<file path="src/hw/rtl/positional_array_list_core_macros.svh">
// Assertion macros for the positional array list core.
// Used by the controller; needs a clock and an active-low reset name per use.
`ifndef POSITIONAL_ARRAY_LIST_CORE_MACROS_SVH
`define POSITIONAL_ARRAY_LIST_CORE_MACROS_SVH

// Check an expression at every clock edge outside reset.
`define PAL_ASSERT(lbl, clk, rst_n, prop) \
  lbl: assert property (@(posedge clk) disable iff (!rst_n) (prop)) \
    else $error("%m: invariant violated");

// Check an implication at every clock edge outside reset.
`define PAL_ASSERT_IMP(lbl, clk, rst_n, ante, cons) \
  lbl: assert property (@(posedge clk) disable iff (!rst_n) (ante) |-> cons) \
    else $error("%m: implication violated");

`endif

</file>
<file path="src/hw/rtl/pal_pkg.sv">
// Shared types and constants of the positional array list core.
// No dependencies; imported by every module of the block.
`default_nettype none

package pal_pkg;

  localparam int CAPACITY = 8;
  localparam int IDX_W    = $clog2(CAPACITY);
  localparam int LEN_W    = 4;
  localparam int DATA_W   = 32;

  typedef enum logic [2:0] {
    MODE_CLEAR  = 3'd0,
    MODE_READ   = 3'd1,
    MODE_WRITE  = 3'd2,
    MODE_INSERT = 3'd3,
    MODE_REMOVE = 3'd4,
    MODE_SEARCH = 3'd5
  } mode_t;

  typedef enum logic [2:0] {
    ST_OK       = 3'd0,
    ST_FULL     = 3'd1,
    ST_BADPOS   = 3'd2,
    ST_EMPTY    = 3'd3,
    ST_NOTFOUND = 3'd4
  } status_t;

  typedef struct packed {
    status_t             status;
    logic [DATA_W-1:0]   data;
    logic [LEN_W-1:0]    fpos;
    logic [LEN_W-1:0]    length;
    logic                last;
  } res_t;

  typedef struct packed {
    logic               en;
    logic [IDX_W-1:0]   addr;
    logic [DATA_W-1:0]  data;
  } mem_wr_t;

  typedef struct packed {
    logic               en;
    logic [IDX_W-1:0]   addr;
  } mem_rd_t;

endpackage

`default_nettype wire

</file>
<file path="src/hw/rtl/pal_ram.sv">
// Entry store: one write port, one read port, registered read data.
// Depends on pal_pkg for depth, widths and port structs.
`default_nettype none

module pal_ram import pal_pkg::*; (
  input  wire                clk,
  input  wire mem_wr_t       wr,
  input  wire mem_rd_t       rd,
  output logic [DATA_W-1:0]  rd_data
);

  logic [DATA_W-1:0] mem [CAPACITY];

  always_ff @(posedge clk) begin
    if (wr.en) begin
      mem[wr.addr] <= wr.data;
    end
  end

  // read data holds between reads
  always_ff @(posedge clk) begin
    if (rd.en) begin
      rd_data <= mem[rd.addr];
    end
  end

endmodule

`default_nettype wire

</file>
<file path="src/hw/rtl/pal_obuf.sv">
// Result register between the controller and the output stream.
// Depends on pal_pkg for the result struct.
`default_nettype none

module pal_obuf import pal_pkg::*; (
  input  wire                clk,
  input  wire                rst_n,
  input  wire                push_valid,
  input  wire res_t          push,
  output logic               push_ready,
  output logic               out_tvalid,
  input  wire                out_tready,
  output logic [39:0]        out_tdata,   // data[31:0], found_position[35:32], length[39:36]
  output logic [2:0]         out_tuser,   // status[2:0]
  output logic               out_tlast
);

  logic valid_r, valid_nxt;
  res_t res_r, res_nxt;

  assign push_ready = !valid_r || out_tready;

  always_comb begin
    valid_nxt = valid_r;
    res_nxt   = res_r;
    if (push_valid && push_ready) begin
      valid_nxt = 1'b1;
      res_nxt   = push;
    end else if (out_tready) begin
      valid_nxt = 1'b0;
    end
  end

  always_ff @(posedge clk) begin
    if (!rst_n) begin
      valid_r <= 1'b0;
    end else begin
      valid_r <= valid_nxt;
    end
  end

  always_ff @(posedge clk) begin
    res_r <= res_nxt;
  end

  assign out_tvalid = valid_r;
  assign out_tdata  = {res_r.length, res_r.fpos, res_r.data};
  assign out_tuser  = res_r.status;
  assign out_tlast  = res_r.last;

endmodule

`default_nettype wire

</file>
<file path="src/hw/rtl/pal_ctrl.sv">
// Command sequencer: decodes commands, runs shift and search walks over the
// entry store and produces results. Depends on pal_pkg and the macro header.
`default_nettype none
`include "positional_array_list_core_macros.svh"

module pal_ctrl import pal_pkg::*; (
  input  wire                clk,
  input  wire                rst_n,
  input  wire                cmd_valid,
  output logic               cmd_ready,
  input  wire mode_t         cmd_mode,
  input  wire [LEN_W-1:0]    cmd_pos,
  input  wire [DATA_W-1:0]   cmd_value,
  output mem_wr_t            mem_wr,
  output mem_rd_t            mem_rd,
  input  wire [DATA_W-1:0]   mem_rdata,
  output logic               push_valid,
  output res_t               push,
  input  wire                push_ready
);

  typedef enum logic [4:0] {
    S_IDLE  = 5'b00001,
    S_FETCH = 5'b00010,
    S_SHIFT = 5'b00100,
    S_SCAN  = 5'b01000,
    S_RESP  = 5'b10000
  } state_t;

  state_t              state_r, state_nxt;
  logic [LEN_W-1:0]    count_r, count_nxt;
  mode_t               mode_r, mode_nxt;
  logic [IDX_W-1:0]    idx_r, idx_nxt;
  logic [DATA_W-1:0]   val_r, val_nxt;
  status_t             rstat_r, rstat_nxt;
  logic [DATA_W-1:0]   rdata_r, rdata_nxt;
  logic [LEN_W-1:0]    rfpos_r, rfpos_nxt;
  logic [IDX_W-1:0]    rd_addr_r, rd_addr_nxt;
  logic [IDX_W-1:0]    dst_r, dst_nxt;
  logic [LEN_W-1:0]    moves_r, moves_nxt;
  logic                pend_r, pend_nxt;
  logic [LEN_W-1:0]    scan_rd_r, scan_rd_nxt;
  logic [IDX_W-1:0]    scan_cmp_r, scan_cmp_nxt;
  logic                have_r, have_nxt;
  logic [LEN_W-1:0]    mpos_r, mpos_nxt;

  logic [IDX_W-1:0]    cmd_idx;
  logic                pos_bad;
  logic                ins_bad;
  logic                is_ins;
  logic                match;
  logic                consume;

  assign cmd_idx = IDX_W'(cmd_pos - LEN_W'(1));
  assign pos_bad = (cmd_pos == '0) || (cmd_pos > count_r);
  assign ins_bad = (cmd_pos == '0) ||
                   ({1'b0, cmd_pos} > ({1'b0, count_r} + (LEN_W+1)'(1)));
  assign is_ins  = (mode_r == MODE_INSERT);
  assign match   = pend_r && (mem_rdata == val_r);
  // a second match needs room in the result register before it is taken
  assign consume = pend_r && (!(match && have_r) || push_ready);
  assign cmd_ready = (state_r == S_IDLE);

  always_comb begin
    state_nxt    = state_r;
    count_nxt    = count_r;
    mode_nxt     = mode_r;
    idx_nxt      = idx_r;
    val_nxt      = val_r;
    rstat_nxt    = rstat_r;
    rdata_nxt    = rdata_r;
    rfpos_nxt    = rfpos_r;
    rd_addr_nxt  = rd_addr_r;
    dst_nxt      = dst_r;
    moves_nxt    = moves_r;
    pend_nxt     = pend_r;
    scan_rd_nxt  = scan_rd_r;
    scan_cmp_nxt = scan_cmp_r;
    have_nxt     = have_r;
    mpos_nxt     = mpos_r;
    mem_wr       = '0;
    mem_rd       = '0;
    push_valid   = 1'b0;
    push         = '0;

    case (state_r)
      S_IDLE: begin
        if (cmd_valid) begin
          mode_nxt  = cmd_mode;
          idx_nxt   = cmd_idx;
          val_nxt   = cmd_value;
          rstat_nxt = ST_OK;
          rdata_nxt = '0;
          rfpos_nxt = '0;
          pend_nxt  = 1'b0;
          case (cmd_mode)
            MODE_CLEAR: begin
              count_nxt = '0;
              state_nxt = S_RESP;
            end
            MODE_READ, MODE_WRITE, MODE_REMOVE: begin
              if (count_r == '0) begin
                rstat_nxt = ST_EMPTY;
                state_nxt = S_RESP;
              end else if (pos_bad) begin
                rstat_nxt = ST_BADPOS;
                state_nxt = S_RESP;
              end else begin
                mem_rd.en   = 1'b1;
                mem_rd.addr = cmd_idx;
                state_nxt   = S_FETCH;
              end
            end
            MODE_INSERT: begin
              if (count_r >= LEN_W'(CAPACITY)) begin
                rstat_nxt = ST_FULL;
                state_nxt = S_RESP;
              end else if (ins_bad) begin
                rstat_nxt = ST_BADPOS;
                state_nxt = S_RESP;
              end else if (cmd_pos == count_r + LEN_W'(1)) begin
                // append: nothing to move
                mem_wr.en   = 1'b1;
                mem_wr.addr = cmd_idx;
                mem_wr.data = cmd_value;
                count_nxt   = count_r + LEN_W'(1);
                state_nxt   = S_RESP;
              end else begin
                rd_addr_nxt = IDX_W'(count_r - LEN_W'(1));
                moves_nxt   = count_r - LEN_W'(cmd_idx);
                state_nxt   = S_SHIFT;
              end
            end
            MODE_SEARCH: begin
              if (count_r == '0) begin
                rstat_nxt = ST_EMPTY;
                state_nxt = S_RESP;
              end else begin
                scan_rd_nxt = '0;
                have_nxt    = 1'b0;
                state_nxt   = S_SCAN;
              end
            end
            default: begin
              // unused modes: drop the transaction
            end
          endcase
        end
      end

      S_FETCH: begin
        rdata_nxt = mem_rdata;
        case (mode_r)
          MODE_WRITE: begin
            mem_wr.en   = 1'b1;
            mem_wr.addr = idx_r;
            mem_wr.data = val_r;
            state_nxt   = S_RESP;
          end
          MODE_REMOVE: begin
            if (LEN_W'(idx_r) + LEN_W'(1) == count_r) begin
              count_nxt = count_r - LEN_W'(1);
              state_nxt = S_RESP;
            end else begin
              rd_addr_nxt = idx_r + IDX_W'(1);
              moves_nxt   = count_r - LEN_W'(idx_r) - LEN_W'(1);
              state_nxt   = S_SHIFT;
            end
          end
          default: begin
            state_nxt = S_RESP;
          end
        endcase
      end

      S_SHIFT: begin
        // write back the word read last cycle while reading the next one
        if (pend_r) begin
          mem_wr.en   = 1'b1;
          mem_wr.addr = dst_r;
          mem_wr.data = mem_rdata;
        end
        if (moves_r != '0) begin
          mem_rd.en   = 1'b1;
          mem_rd.addr = rd_addr_r;
          dst_nxt     = is_ins ? rd_addr_r + IDX_W'(1) : rd_addr_r - IDX_W'(1);
          rd_addr_nxt = is_ins ? rd_addr_r - IDX_W'(1) : rd_addr_r + IDX_W'(1);
          moves_nxt   = moves_r - LEN_W'(1);
          pend_nxt    = 1'b1;
        end else begin
          pend_nxt = 1'b0;
          if (!pend_r) begin
            if (is_ins) begin
              mem_wr.en   = 1'b1;
              mem_wr.addr = idx_r;
              mem_wr.data = val_r;
              count_nxt   = count_r + LEN_W'(1);
            end else begin
              count_nxt = count_r - LEN_W'(1);
            end
            state_nxt = S_RESP;
          end
        end
      end

      S_SCAN: begin
        if (consume && match) begin
          if (have_r) begin
            push_valid  = 1'b1;
            push.status = ST_OK;
            push.fpos   = mpos_r;
            push.length = count_r;
            push.last   = 1'b0;
          end
          mpos_nxt = LEN_W'(scan_cmp_r) + LEN_W'(1);
          have_nxt = 1'b1;
        end
        if (!pend_r || consume) begin
          if (scan_rd_r < count_r) begin
            mem_rd.en    = 1'b1;
            mem_rd.addr  = IDX_W'(scan_rd_r);
            scan_cmp_nxt = IDX_W'(scan_rd_r);
            scan_rd_nxt  = scan_rd_r + LEN_W'(1);
            pend_nxt     = 1'b1;
          end else begin
            pend_nxt = 1'b0;
            if (!pend_r) begin
              rstat_nxt = have_r ? ST_OK : ST_NOTFOUND;
              rfpos_nxt = have_r ? mpos_r : '0;
              state_nxt = S_RESP;
            end
          end
        end
      end

      S_RESP: begin
        if (push_ready) begin
          push_valid  = 1'b1;
          push.status = rstat_r;
          push.data   = rdata_r;
          push.fpos   = rfpos_r;
          push.length = count_r;
          push.last   = 1'b1;
          state_nxt   = S_IDLE;
        end
      end

      default: begin
        state_nxt = S_IDLE;
      end
    endcase
  end

  always_ff @(posedge clk) begin
    if (!rst_n) begin
      state_r <= S_IDLE;
      count_r <= '0;
      pend_r  <= 1'b0;
      have_r  <= 1'b0;
    end else begin
      state_r <= state_nxt;
      count_r <= count_nxt;
      pend_r  <= pend_nxt;
      have_r  <= have_nxt;
    end
  end

  always_ff @(posedge clk) begin
    mode_r     <= mode_nxt;
    idx_r      <= idx_nxt;
    val_r      <= val_nxt;
    rstat_r    <= rstat_nxt;
    rdata_r    <= rdata_nxt;
    rfpos_r    <= rfpos_nxt;
    rd_addr_r  <= rd_addr_nxt;
    dst_r      <= dst_nxt;
    moves_r    <= moves_nxt;
    scan_rd_r  <= scan_rd_nxt;
    scan_cmp_r <= scan_cmp_nxt;
    mpos_r     <= mpos_nxt;
  end

  `PAL_ASSERT(a_count_bound, clk, rst_n, count_r <= LEN_W'(CAPACITY))
  `PAL_ASSERT_IMP(a_no_collide, clk, rst_n, mem_wr.en && mem_rd.en, mem_wr.addr != mem_rd.addr)
  `PAL_ASSERT_IMP(a_push_room, clk, rst_n, push_valid, push_ready)
  `PAL_ASSERT_IMP(a_resp_done, clk, rst_n, (state_r == S_RESP) && push_ready, ##1 (state_r == S_IDLE))

endmodule

`default_nettype wire

</file>
<file path="src/hw/rtl/positional_array_list_core.sv">
// Path to result register: clear, rejected commands and append go straight to response;
// read, write and remove of the last entry pass fetch; other removes fetch, then shift;
// insert shifts; search scans every entry, earlier matches leave once the next is seen.
// Throughput: one command at a time, set by the single port pair of the entry store;
// the next command is taken the cycle after the last result enters the output register.
// Reset: clears the entry count and the output valid flag; entries stay undefined.
`default_nettype none

module positional_array_list_core import pal_pkg::*; (
  input  wire          clk,
  input  wire          rst_n,
  input  wire          in_tvalid,
  output logic         in_tready,
  input  wire  [39:0]  in_tdata,   // position[3:0], value[35:4], zero[39:36]
  input  wire  [2:0]   in_tuser,   // mode[2:0]
  output logic         out_tvalid,
  input  wire          out_tready,
  output logic [39:0]  out_tdata,  // data[31:0], found_position[35:32], length[39:36]
  output logic [2:0]   out_tuser,  // status[2:0]
  output logic         out_tlast
);

  mem_wr_t            mem_wr;
  mem_rd_t            mem_rd;
  logic [DATA_W-1:0]  mem_rdata;
  logic               push_valid;
  logic               push_ready;
  res_t               push;

  pal_ram u_ram (
    .clk     (clk),
    .wr      (mem_wr),
    .rd      (mem_rd),
    .rd_data (mem_rdata)
  );

  pal_ctrl u_ctrl (
    .clk        (clk),
    .rst_n      (rst_n),
    .cmd_valid  (in_tvalid),
    .cmd_ready  (in_tready),
    .cmd_mode   (mode_t'(in_tuser)),
    .cmd_pos    (in_tdata[3:0]),
    .cmd_value  (in_tdata[35:4]),
    .mem_wr     (mem_wr),
    .mem_rd     (mem_rd),
    .mem_rdata  (mem_rdata),
    .push_valid (push_valid),
    .push       (push),
    .push_ready (push_ready)
  );

  pal_obuf u_obuf (
    .clk        (clk),
    .rst_n      (rst_n),
    .push_valid (push_valid),
    .push       (push),
    .push_ready (push_ready),
    .out_tvalid (out_tvalid),
    .out_tready (out_tready),
    .out_tdata  (out_tdata),
    .out_tuser  (out_tuser),
    .out_tlast  (out_tlast)
  );

endmodule

`default_nettype wire
</file>
<file path="config.mk">
export PLATFORM = sky130hd
export DESIGN_NAME = positional_array_list_core
export DESIGN_NICKNAME = d
export VERILOG_FILES = /design/src/hw/rtl/pal_pkg.sv /design/src/hw/rtl/pal_ram.sv /design/src/hw/rtl/pal_obuf.sv /design/src/hw/rtl/pal_ctrl.sv /design/src/hw/rtl/positional_array_list_core.sv
export VERILOG_INCLUDE_DIRS = /design/src /design/src/hw/rtl
export SDC_FILE = /design/constraint.sdc
export NUM_CORES = 1
export LEC_CHECK = 0
export BUFFER_PORTS_ARGS = -buffer_cell sky130_fd_sc_hd__buf_2
export CORE_MARGIN = 8
export CORE_UTILIZATION = 32
export CTS_CLUSTER_SIZE = 10
export DETAILED_ROUTE_END_ITERATION = 8
export SYNTH_ARGS = -nofsm -noshare
export SYNTH_HDL_FRONTEND = slang
export SYNTH_SLANG_ARGS = --single-unit
</file>
<file path="constraint.sdc">
create_clock -name clk -period 6.52 [get_ports clk]
set_clock_uncertainty 0.05 [all_clocks]
set_input_delay 0.652 -clock clk [delete_from_list [all_inputs] [get_ports clk]]
set_output_delay 0.652 -clock clk [all_outputs]
set_load 0.05 [all_outputs]
</file>
-- After elaboration in Yosys (flattened, before gate mapping)
Memory sizes are Yosys's and may differ from the RTL's. A register that Yosys moved wholly into a read port is not among the register bits.
Index checks and enable logic that the tools add are counted.
- register bits after elaboration: 154
- RAM bits: 256
- input bits: 47
- output and inout bits: 46
- word-level logic and storage cells: 231
- memories kept: 1
- memory list (memory ; depth ; width ; read ports ; clocked after memory_dff ; write ports ; RTL line ; RTL):
    u_ram.mem ; 8 ; 32 ; 1 ; 1 ; 1 ; pal_ram.sv:12 ; logic [DATA_W-1:0] mem [CAPACITY];
- add/sub/neg operators: 14
- magnitude comparators: 4
- eq/ne operators: 40
- mux-type cells: 114
- reductions and logical operators: 36
- operators by type and width (cell ; number):
    36-bit two-way mux ; 10
    4-bit two-way mux ; 34
    36-bit case mux with 3 select lines ; 1
    5-bit two-way mux ; 14
    32-bit case mux with 2 select lines ; 1
    3-bit two-way mux ; 17
    4-bit case mux with 3 select lines ; 3
    32-bit equality test ; 1
    32-bit two-way mux ; 1
    9-bit two-way mux ; 3
    5-bit case mux with 5 select lines ; 1
    4-bit case mux with 2 select lines ; 3
    2-bit inequality test (second input constant) ; 10
    5-bit case mux with 4 select lines ; 1
    2-bit by 1-bit inequality test with 1-bit output (second input constant) ; 9
    3-bit case mux with 3 select lines ; 2
    9-bit case mux with 2 select lines ; 1
    1-bit two-way mux ; 15
    3-bit by 2-bit equality test with 1-bit output (second input constant) ; 4
    6-bit AND reduction ; 2
    4-bit by 1-bit subtractor with 4-bit output (second input constant) ; 3
    10-bit AND reduction ; 1
    2-bit AND reduction ; 5
    5-bit AND reduction ; 2
    37 further kinds ; 64

-- Longest topological paths before layout
Gate-level depths: netlist (run 1).
- depth in word-level cells: 11
- mapped depth: 13
- mapped depth without buffers: 11

-- Cells and area by module
Synthesis (run 1) repeated with hierarchy kept, for this count alone.
- cell total of the unflattened synthesis: 1180
- area, all modules: 19163.4 um^2
- by module, submodules not included (module ; times used ; cells each ; area an instance (um^2) ; sequential area each (um^2)):
    pal_ram ; 1 ; 415 ; 10786.6 ; 8648.3
    pal_ctrl ; 1 ; 716 ; 6998.0 ; 3163.0
    pal_obuf ; 1 ; 49 ; 1378.8 ; 1341.3

-- Worst setup path before layout (run 1)
OpenSTA, ideal clock, no wires.
- path type: register to register
- start point: register u_ctrl.count_r[1]
- end point: memory u_ram.mem[6][0], enable pin
- setup time: 0.461 ns
- arrival time: 4.698 ns
- required time: 6.009 ns
- slack: 1.312 ns
- cell stages (with the launch flop): 10
- path buffers: 0
- clock period less this slack: 5.208 ns
- cell sequence: dfxtp_1 > inv_1 > ha_1 > inv_1 > ha_1 > and3_1 > nand4_1 > nor3_1 > a222oi_1 > nor3_1
- word-level cells in the longest chain between the ends: 10
- elaborated cells between the ends (all ways): 14
- those cells by class: add/sub (2); order compare (2); eq/ne (1); mux (8); reduce/logical (1)
- RTL lines (what ; RTL line ; RTL):
    from (decl) ; pal_ctrl.sv:31 ; logic [LEN_W-1:0] count_r, count_nxt;
    from (signal assigned) ; pal_ctrl.sv:262 ; count_r <= count_nxt;
    4-bit by 1-bit adder with 5-bit output / 4-bit by 1-bit adder with 4-bit output (equally long branches) ; pal_ctrl.sv:57, pal_ctrl.sv:121 ;
    4-bit by 5-bit greater-than comparator with 1-bit output / 4-bit equality test (equally long branches) ; pal_ctrl.sv:57, pal_ctrl.sv:121 ;
    1-bit logical OR / 36-bit two-way mux (equally long branches) ; pal_ctrl.sv:56, pal_ctrl.sv:121 ;
    36-bit two-way mux ; pal_ctrl.sv:118 ; end else if (ins_bad) begin
    36-bit two-way mux * ; pal_ctrl.sv:115 ; if (count_r >= LEN_W'(CAPACITY)) begin
    36-bit two-way mux * ; pal_ctrl.sv:96 ; case (cmd_mode)
    36-bit two-way mux * ; pal_ctrl.sv:88 ; if (cmd_valid) begin
    36-bit case mux with 3 select lines * ; pal_ctrl.sv:86 ; case (state_r)
    1-bit two-way mux ; pal_ram.sv:15 ; if (wr.en) begin
    1-bit two-way mux (implied by the code) ; pal_ram.sv:16 ; mem[wr.addr] <= wr.data;
    to (decl) ; pal_ram.sv:12 ;
Every way passes the cells marked *; elsewhere a longest branch is shown, timed or not.

-- Worst setup path after layout (run 1)
- start point: register u_ctrl.count_r[1]
- end point: memory u_ram.mem[2][17], enable pin
Same word-level chain as after synthesis.

==> results of run 1 <==
==> logic make-up after synthesis <==
logic type                 count (synthesis)
DFF                                      442
AOI/OAI and AO/OA                        385
and+or+nand+nor                          272
buffers and inverters                    170
xor gates and xnor gates                  47
adders and majority gates                 27
muxes                                      4
==> metal layers <==
metal  wire [µm]  track usage (%)
met3        3790             3.03
met5           0                0
met2       25800             25.0
met4        1790             5.72
met1       21500             18.3
==> worst max path at each step <==
stage	endpoint	slack, ps
6_report	u_ram.mem[2][17]	1690
5_1_grt	u_ram.mem[2][17]	1400
4_1_cts	u_ram.mem[2][24]	1660
3_5_place_dp	u_ram.mem[2][2]	1680
3_3_place_gp	u_ram.mem[2][4]	1720
2_1_floorplan	u_ram.mem[6][0]	1310
==> layout make-up <==
class / count / area (µm²)
tap: 782 / 978
clock inverter: 4 / 48.8
fill: 5685 / 38100
inverter: 65 / 244
clock buffer: 65 / 1310
multi-input combinational: 735 / 5840
timing repair buffer: 120 / 731
sequential: 442 / 13200
==> cells in the final DEF (no fill, tap or decap), types with 7 or more instances in the layout <==
cell / count
nor3_1: 14
nand2b_1: 9
inv_1: 62
buf_2: 88
and3_1: 8
nor2_4: 8
a222oi_1: 35
xnor2_1: 10
ha_1: 24
nor4_1: 45
dfxtp_1: 12
o21ai_0: 15
nand2_1: 35
clkbuf_16: 50
a211oi_1: 36
and2_1: 67
o211a_1: 129
xor2_1: 36
clkbuf_1: 15
a2111oi_0: 97
nand4_1: 7
nand3_1: 11
buf_4: 28
nor2_1: 34
a21oi_1: 20
edfxtp_1: 430
nor2b_1: 9
==> synthesized netlist by cell type (all sizes together) (2+ instances only) <==
cell / number / area, µm²
o221ai: 3 / 26.3
mux2i: 4 / 40.0
o22ai: 5 / 31.3
o211a: 129 / 1290
nor4: 47 / 300
a21oi: 20 / 100
o31ai: 2 / 15.0
clkbuf: 81 / 304
a211o: 3 / 26.3
o211ai: 4 / 30.0
inv: 64 / 240
edfxtp: 430 / 12900
and3: 8 / 50.1
nor3: 17 / 85.1
fa: 2 / 40.0
o2111ai: 3 / 26.3
a21o: 5 / 37.5
dfxtp: 12 / 240
a31oi: 5 / 61.3
a31o: 2 / 17.5
o21a: 2 / 15.0
xnor2: 10 / 87.6
buf: 24 / 111
nand3: 11 / 55.1
nand3b: 4 / 30.0
a21boi: 2 / 15.0
a22oi: 4 / 30.0
ha: 24 / 300
nor2b: 9 / 56.3
nor3b: 6 / 45.0
nor2: 43 / 161
o21ai: 16 / 80.1
o32ai: 2 / 17.5
a222oi: 35 / 350
nand2: 35 / 131
and2: 68 / 425
nand4: 7 / 43.8
a211oi: 36 / 270
and3b: 2 / 17.5
o32a: 2 / 20.0
a2111oi: 98 / 860
nand2b: 9 / 56.3
xor2: 36 / 315
==> worst max-delay path: stages (launching register included) <==
cell and delay (ps):
dfxtp_1 560, inv_1 270, ha_1 420, inv_1 60, ha_1 300, and3_1 180, nand4_1 150, nor3_2 500
buf_4 520, a211o_1 170, nand2_1 200, nor2_4 720, buf_4 400
==> sequential cells by signal (all words and copies together), names as in the netlist, 3 cells and up <==
name               cells
u_ram.mem            256
u_obuf.out_tdata      40
u_ctrl.rdata_r        32
u_ctrl.val_r          32
u_ram.rd_data         32
u_ctrl.state_r         5
u_ctrl.count_r         4
u_ctrl.moves_r         4
u_ctrl.mpos_r          4
u_ctrl.rfpos_r         4
u_ctrl.scan_rd_r       4
u_ctrl.dst_r           3
u_ctrl.idx_r           3
u_ctrl.mode_r          3
u_ctrl.rd_addr_r       3
u_ctrl.rstat_r         3
u_ctrl.scan_cmp_r      3
u_obuf.out_tuser       3
==> metrics by stage <==
stage,std cells,instance area (µm²)
floorplan,1347,19500
global placement,2144,20900
detailed placement,2144,20900
CTS,2213,22300
global route,2213,22300
finish,2213,22300
==> power groups by stage <==
stage	Combinational, W	Sequential, W	Clock (W)
floorplan	0.000129	0.00326	0
global placement	0.000235	0.00325	0
detailed placement	0.000237	0.00325	0
CTS	0.000237	0.00320	0.00249
global route	0.000254	0.00320	0.00259
finish	0.000236	0.00320	0.00245
==> results.json, run 1 <==
{
  "antenna_left": 0,
  "grt_max_degree": 130,
  "die_h_um": 263,
  "cts-root-buf": "clkbuf_16",
  "synth_area_per_cell_um2": 14.5,
  "port_buffers": 88,
  "synthArstFlopShare_pct": 0,
  "grt_pass1_vias": 12705,
  "tritoncts": "done",
  "final-setup-viol-count": 0,
  "r2r_end": "u_ram.mem[2][17]",
  "core_area_um2": 60400,
  "p_int_w": 0.00462,
  "avgRoutedWirePerCell_um": 23.9,
  "post-route-period-util_pct": 74.1,
  "synthAdderAreaFrac_pct": 1.80,
  "cts_resized": 0,
  "crit_fanout": 30,
  "cts_buffers": 50,
  "max_slew_margin_pct": 15.6,
  "num_rows": 90,
  "initial_core_util_pct": 32.3,
  "post-route-util_pct": 37.0,
  "grt_usage_pct": 14.7,
  "max_cap_viol_count": 0,
  "cts-hold-fix-buffers": 0,
  "syn_area_um2": 19500,
  "clock-sinks": 442,
  "die_width_um": 263,
  "p_total_w": 0.00588,
  "ys_ff_latch": 442,
  "synth_top_family_by_area": "compound AO/OA/AOI/OAI gates",
  "clock_path_buffers": 3,
  "synth_seq_area_share_pct": 67.4,
  "ys_warn_count": 0,
  "synth.area.mux_share_pct": 0.205,
  "worstMarginPinSlew_ps": 1260,
  "post-route-drc-count": 0,
  "hp-class": "in2reg",
  "finalHoldViolations": 0,
  "clkPwrFrac_pct": 41.6,
  "clk_latency_ps": 590,
  "area_growth_pct": 14.3,
  "finish.net_count": 1487,
  "hold_path_depth": 1,
  "hp-start": "in_tdata[25]",
  "synth_cell_type_count": 68,
  "start_kind": "flop",
  "hold_path_end": "u_ctrl.val_r[21]",
  "cp.arrival_ps": 5030,
  "firstDrtPassIters": 8,
  "synth-compound-area-share_pct": 17.3,
  "htreeDepth": 2,
  "tns_ps": 0,
  "ys.flop_type": "edfxtp_1",
  "rsz0062_at_grt": "false",
  "antenna_found_initial": 0,
  "antenna_cells": 0,
  "drv_slew": 0,
  "cp-end-kind": "flop",
  "reg2regPathDepth": 12,
  "period_needed_ps": 4830,
  "drive_above_1_share_pct": 13.8,
  "routed_wl_um": 52800,
  "p_switching_w": 0.00126,
  "peakVddDrop_mv": 0.183,
  "r2r_slack_ps": 1690,
  "leakage_nw": 7.52,
  "finalWorstSetupSlack_ps": 1690,
  "drt-vias-per-instance": 5.66,
  "preCtsSetupSlack_ps": 1680,
  "synth.net_count": 1420,
  "clkTransAtPathRegs_ps": 60,
  "synth_cells": 1347,
  "dieArea_um2": 69100,
  "fmax_mhz": 207,
  "grt_pass1_wl_um": 80000,
  "power.density_nw_per_um2": 264,
  "dp_hpwl_um": 30400,
  "cts_setup_buffers": 0,
  "cp-startpoint": "u_ctrl.count_r[1]",
  "rr_startpoint": "u_ctrl.count_r[1]",
  "grt_overflow": 0,
  "synth-simple-area-share_pct": 7.71,
  "p_comb_share_pct": 4.0,
  "crit_type": "reg2reg",
  "p_seq_share_pct": 54.4,
  "swShare_pct": 21.5,
  "dr.first_iter.drc_count": 1351,
  "synth_edf_count": 430,
  "whs_ps": 210,
  "crit_required_ps": 6720,
  "via_count": 12534,
  "synth_xor_area_share_pct": 2.18,
  "outcome": "complete, no violations",
  "io_pins": 93,
  "gp_congestion": 0.869
}
Note: power is estimated with default switching activity, not from simulation.
==> run 2, diff against run 1 <==
--- a/config.mk
+++ b/config.mk
@@ -6,6 +6,7 @@
 export SDC_FILE = /design/constraint.sdc
 export NUM_CORES = 1
 export LEC_CHECK = 0
+export ABC_AREA = 1
 export BUFFER_PORTS_ARGS = -buffer_cell sky130_fd_sc_hd__buf_2
 export CORE_MARGIN = 8
 export CORE_UTILIZATION = 32
==> constraint.sdc (replaced) <==
create_clock -name clk -period 4.87 [get_ports clk]
set_clock_uncertainty 0.05 [all_clocks]
set_input_delay 0.487 -clock clk [delete_from_list [all_inputs] [get_ports clk]]
set_output_delay 0.487 -clock clk [all_outputs]
set_load 0.05 [all_outputs]
==> run 2 against run 1 <==
  * Utilization down 0.16 points
  * Die area increased by 4.6%
  * Routed wire length down 3.7%
  * Count of clock-buffer cells in the layout decreased by 11
  * Via count is 12% higher
  * Hold slack worse by 140 ps
  * Non-clock buffer count fell by 1
  * Clock power increased by 31%
  * Combinational power grew to 7.9 times the previous value
  * Global-route usage fell by 0.79 points
  * Critical endpoint is now u_ram.mem[2][4]
==> results.json, run 2 <==
{
  "outcome": "complete, no violations",
  "ys.flop_type": "edfxtp_1",
  "synth_top_cell_area_share_pct": 63.1,
  "crit_required_ps": 5070,
  "synth.net_count": 2097,
  "syn_area_um2": 20500,
  "crit_type": "reg2reg",
  "ys_ff_latch": 442,
  "htreeDepth": 2,
  "leakage_nw": 10.1,
  "grt_pass1_wl_um": 78300,
  "grt_overflow": 0,
  "finalWorstSetupSlack_ps": 844,
  "cp.arrival_ps": 4230,
  "grt_pass1_vias": 13880,
  "max_stage_delay_ps": 550,
  "synth_edf_count": 430,
  "rsz0062_at_grt": "false",
  "antenna_left": 0,
  "max_cap_viol_count": 0,
  "max_slew_margin_pct": 35.0,
  "die_h_um": 269,
  "peakVddDrop_mv": 0.346,
  "start_kind": "flop",
  "avgRoutedWirePerCell_um": 17.1,
  "antenna_found_initial": 0,
  "synth_area_per_cell_um2": 10.1,
  "synth_top_area_cell": "edfxtp_1",
  "yosysMostFrequentCell": "nand2_1",
  "finish.net_count": 2189,
  "io_pins": 93,
  "layout_commonest_cell": "nand2_1",
  "cts-hold-fix-buffers": 0,
  "post-route-period-util_pct": 82.7,
  "area_growth_pct": 13.6,
  "design_area_um2": 23300,
  "preCtsSetupSlack_ps": 850,
  "cts-root-buf": "clkbuf_16",
  "hp-class": "in2reg",
  "whs_ps": 66.2,
  "synth_cell_type_count": 46,
  "final-setup-viol-count": 0,
  "routed_wl_um": 50900,
  "die_width_um": 269,
  "power.density_nw_per_um2": 429,
  "synth_cells": 2024,
  "critical_path_buf_inv_count": 5,
  "crit_fanout": 14,
  "dieArea_um2": 72300,
  "gp_congestion": 0.859,
  "post-route-util_pct": 36.8,
  "synth_common_cells": "463 x nand2_1, 430 x edfxtp_1, 400 x inv_1, 282 x nand3_1, 148 x nor2_1",
  "crit_chain": "inv_1 -> ha_1 -> inv_1 -> ha_1 -> nand3_1 -> nor3_2 -> nand4_1 -> clkinv_1 -> a21oi_2 -> o31ai_1 -> buf_4 -> nor2_4 -> buf_12",
  "clkPwrFrac_pct": 32.2,
  "period_needed_ps": 4030,
  "via_count": 14042,
  "synth_seq_area_share_pct": 64.3,
  "dr.first_iter.drc_count": 1153,
  "final_cell_mix": "462 x nand2_1, 430 x edfxtp_1, 400 x inv_1",
  "swShare_pct": 29.5,
  "p_comb_share_pct": 18.7,
  "place_area_um2": 21900,
  "clk_latency_ps": 580,
  "cts_resized": 0,
  "clock_path_buffers": 3,
  "cts_setup_buffers": 0,
  "synthArstFlopShare_pct": 0,
  "grt_max_degree": 129,
  "crit_slowest_cell": "nor2_4",
  "p_seq_share_pct": 49.1,
  "clkTransAtPathRegs_ps": 60,
  "fmax_mhz": 248,
  "drive_above_1_share_pct": 9.94,
  "finalHoldViolations": 0,
  "p_int_w": 0.00703,
  "crit_family": "buffers and inverters",
  "top_register": "u_ram.mem",
  "drt-vias-per-instance": 4.73,
  "clock-sinks": 442,
  "port_buffers": 88,
  "antenna_cells": 0,
  "tns_ps": 0,
  "post-route-drc-count": 0,
  "dp_hpwl_um": 31000,
  "cp-end-kind": "flop",
  "p_switching_w": 0.00294,
  "firstDrtPassIters": 6,
  "ys_warn_count": 0,
  "grt_usage_pct": 13.9,
  "cts_buffers": 50,
  "initial_core_util_pct": 32.4,
  "yosys-top-cells-area": "edfxtp_1 63%, nand2_1 8.5%, inv_1 7.3%",
  "worstMarginPinSlew_ps": 975,
  "num_rows": 92,
  "largest_register_ffs": 256,
  "tritoncts": "done",
  "drv_slew": 0,
  "core_area_um2": 63200
}
==> run 2: cell types whose count changed in the layout (fill, tap and decap cells not counted), sizes merged, moves of 98 or more <==
cell     delta
inv       +345
o211a     -129
nand3     +273
nor2      +112
a2111oi    -98
nand2     +429
==> run 2: cell type report <==
class	count	area, µm²
Clock buffer	54	1270
Multi-Input combinational cell	1089	5360
Clock inverter	5	62.6
Fill cell	6094	39900
Inverter	414	1560
Sequential cell	442	13200
Timing Repair Buffer	119	798
Tap cell	846	1060
==> run 2: power groups by stage <==
stage	sequential [W]	combinational (W)	clock (W)
3_3_place_gp	0.00496	0.00182	0
2_1_floorplan	0.00500	0.00124	0
3_5_place_dp	0.00497	0.00186	0
6_report	0.00489	0.00187	0.00321
4_1_cts	0.00489	0.00187	0.00328
5_1_grt	0.00493	0.00207	0.00342
==> run 2: metal layers <==
layer / vias to the layer above / global-route usage, % / share of wire [%]
met4: 0 / 4.99 / 2.7
met3: 101 / 2.16 / 7.4
met1: 6704 / 17.2 / 40
met2: 478 / 24.5 / 50
li1: 6759 / - / -
met5: - / 0 / 0
==> run 2: path summary, 6_finish.rpt <==
check                          from           endpoint  slack, ps  depth (start not counted)
setup reg to reg  u_ctrl.count_r[1]    u_ram.mem[2][4]        840                         13
hold / removal         in_tdata[28]   u_ctrl.val_r[24]         70                          1
hold reg to reg   u_ctrl.state_r[0]  u_ctrl.state_r[0]        460                          2
setup / recovery  u_ctrl.count_r[1]    u_ram.mem[2][4]        840                         13
==> run 2: logic make-up after synthesis <==
kind of cell	synth area share (%)
XOR/XNOR	1.03
adder cells (fa/ha/maj)	1.66
flip-flops	64.3
AO/OA/AOI/OAI	3.70
AND/OR/NAND/NOR	19.3
buffers and inverters	10.0
==> run 2: through the flow <==
stage,power (W),instances
2_1_floorplan,0.00624,2024
3_3_place_gp,0.00678,2910
3_5_place_dp,0.00683,2910
4_1_cts,0.0100,2969
5_1_grt,0.0104,2969
6_report,0.00997,2969
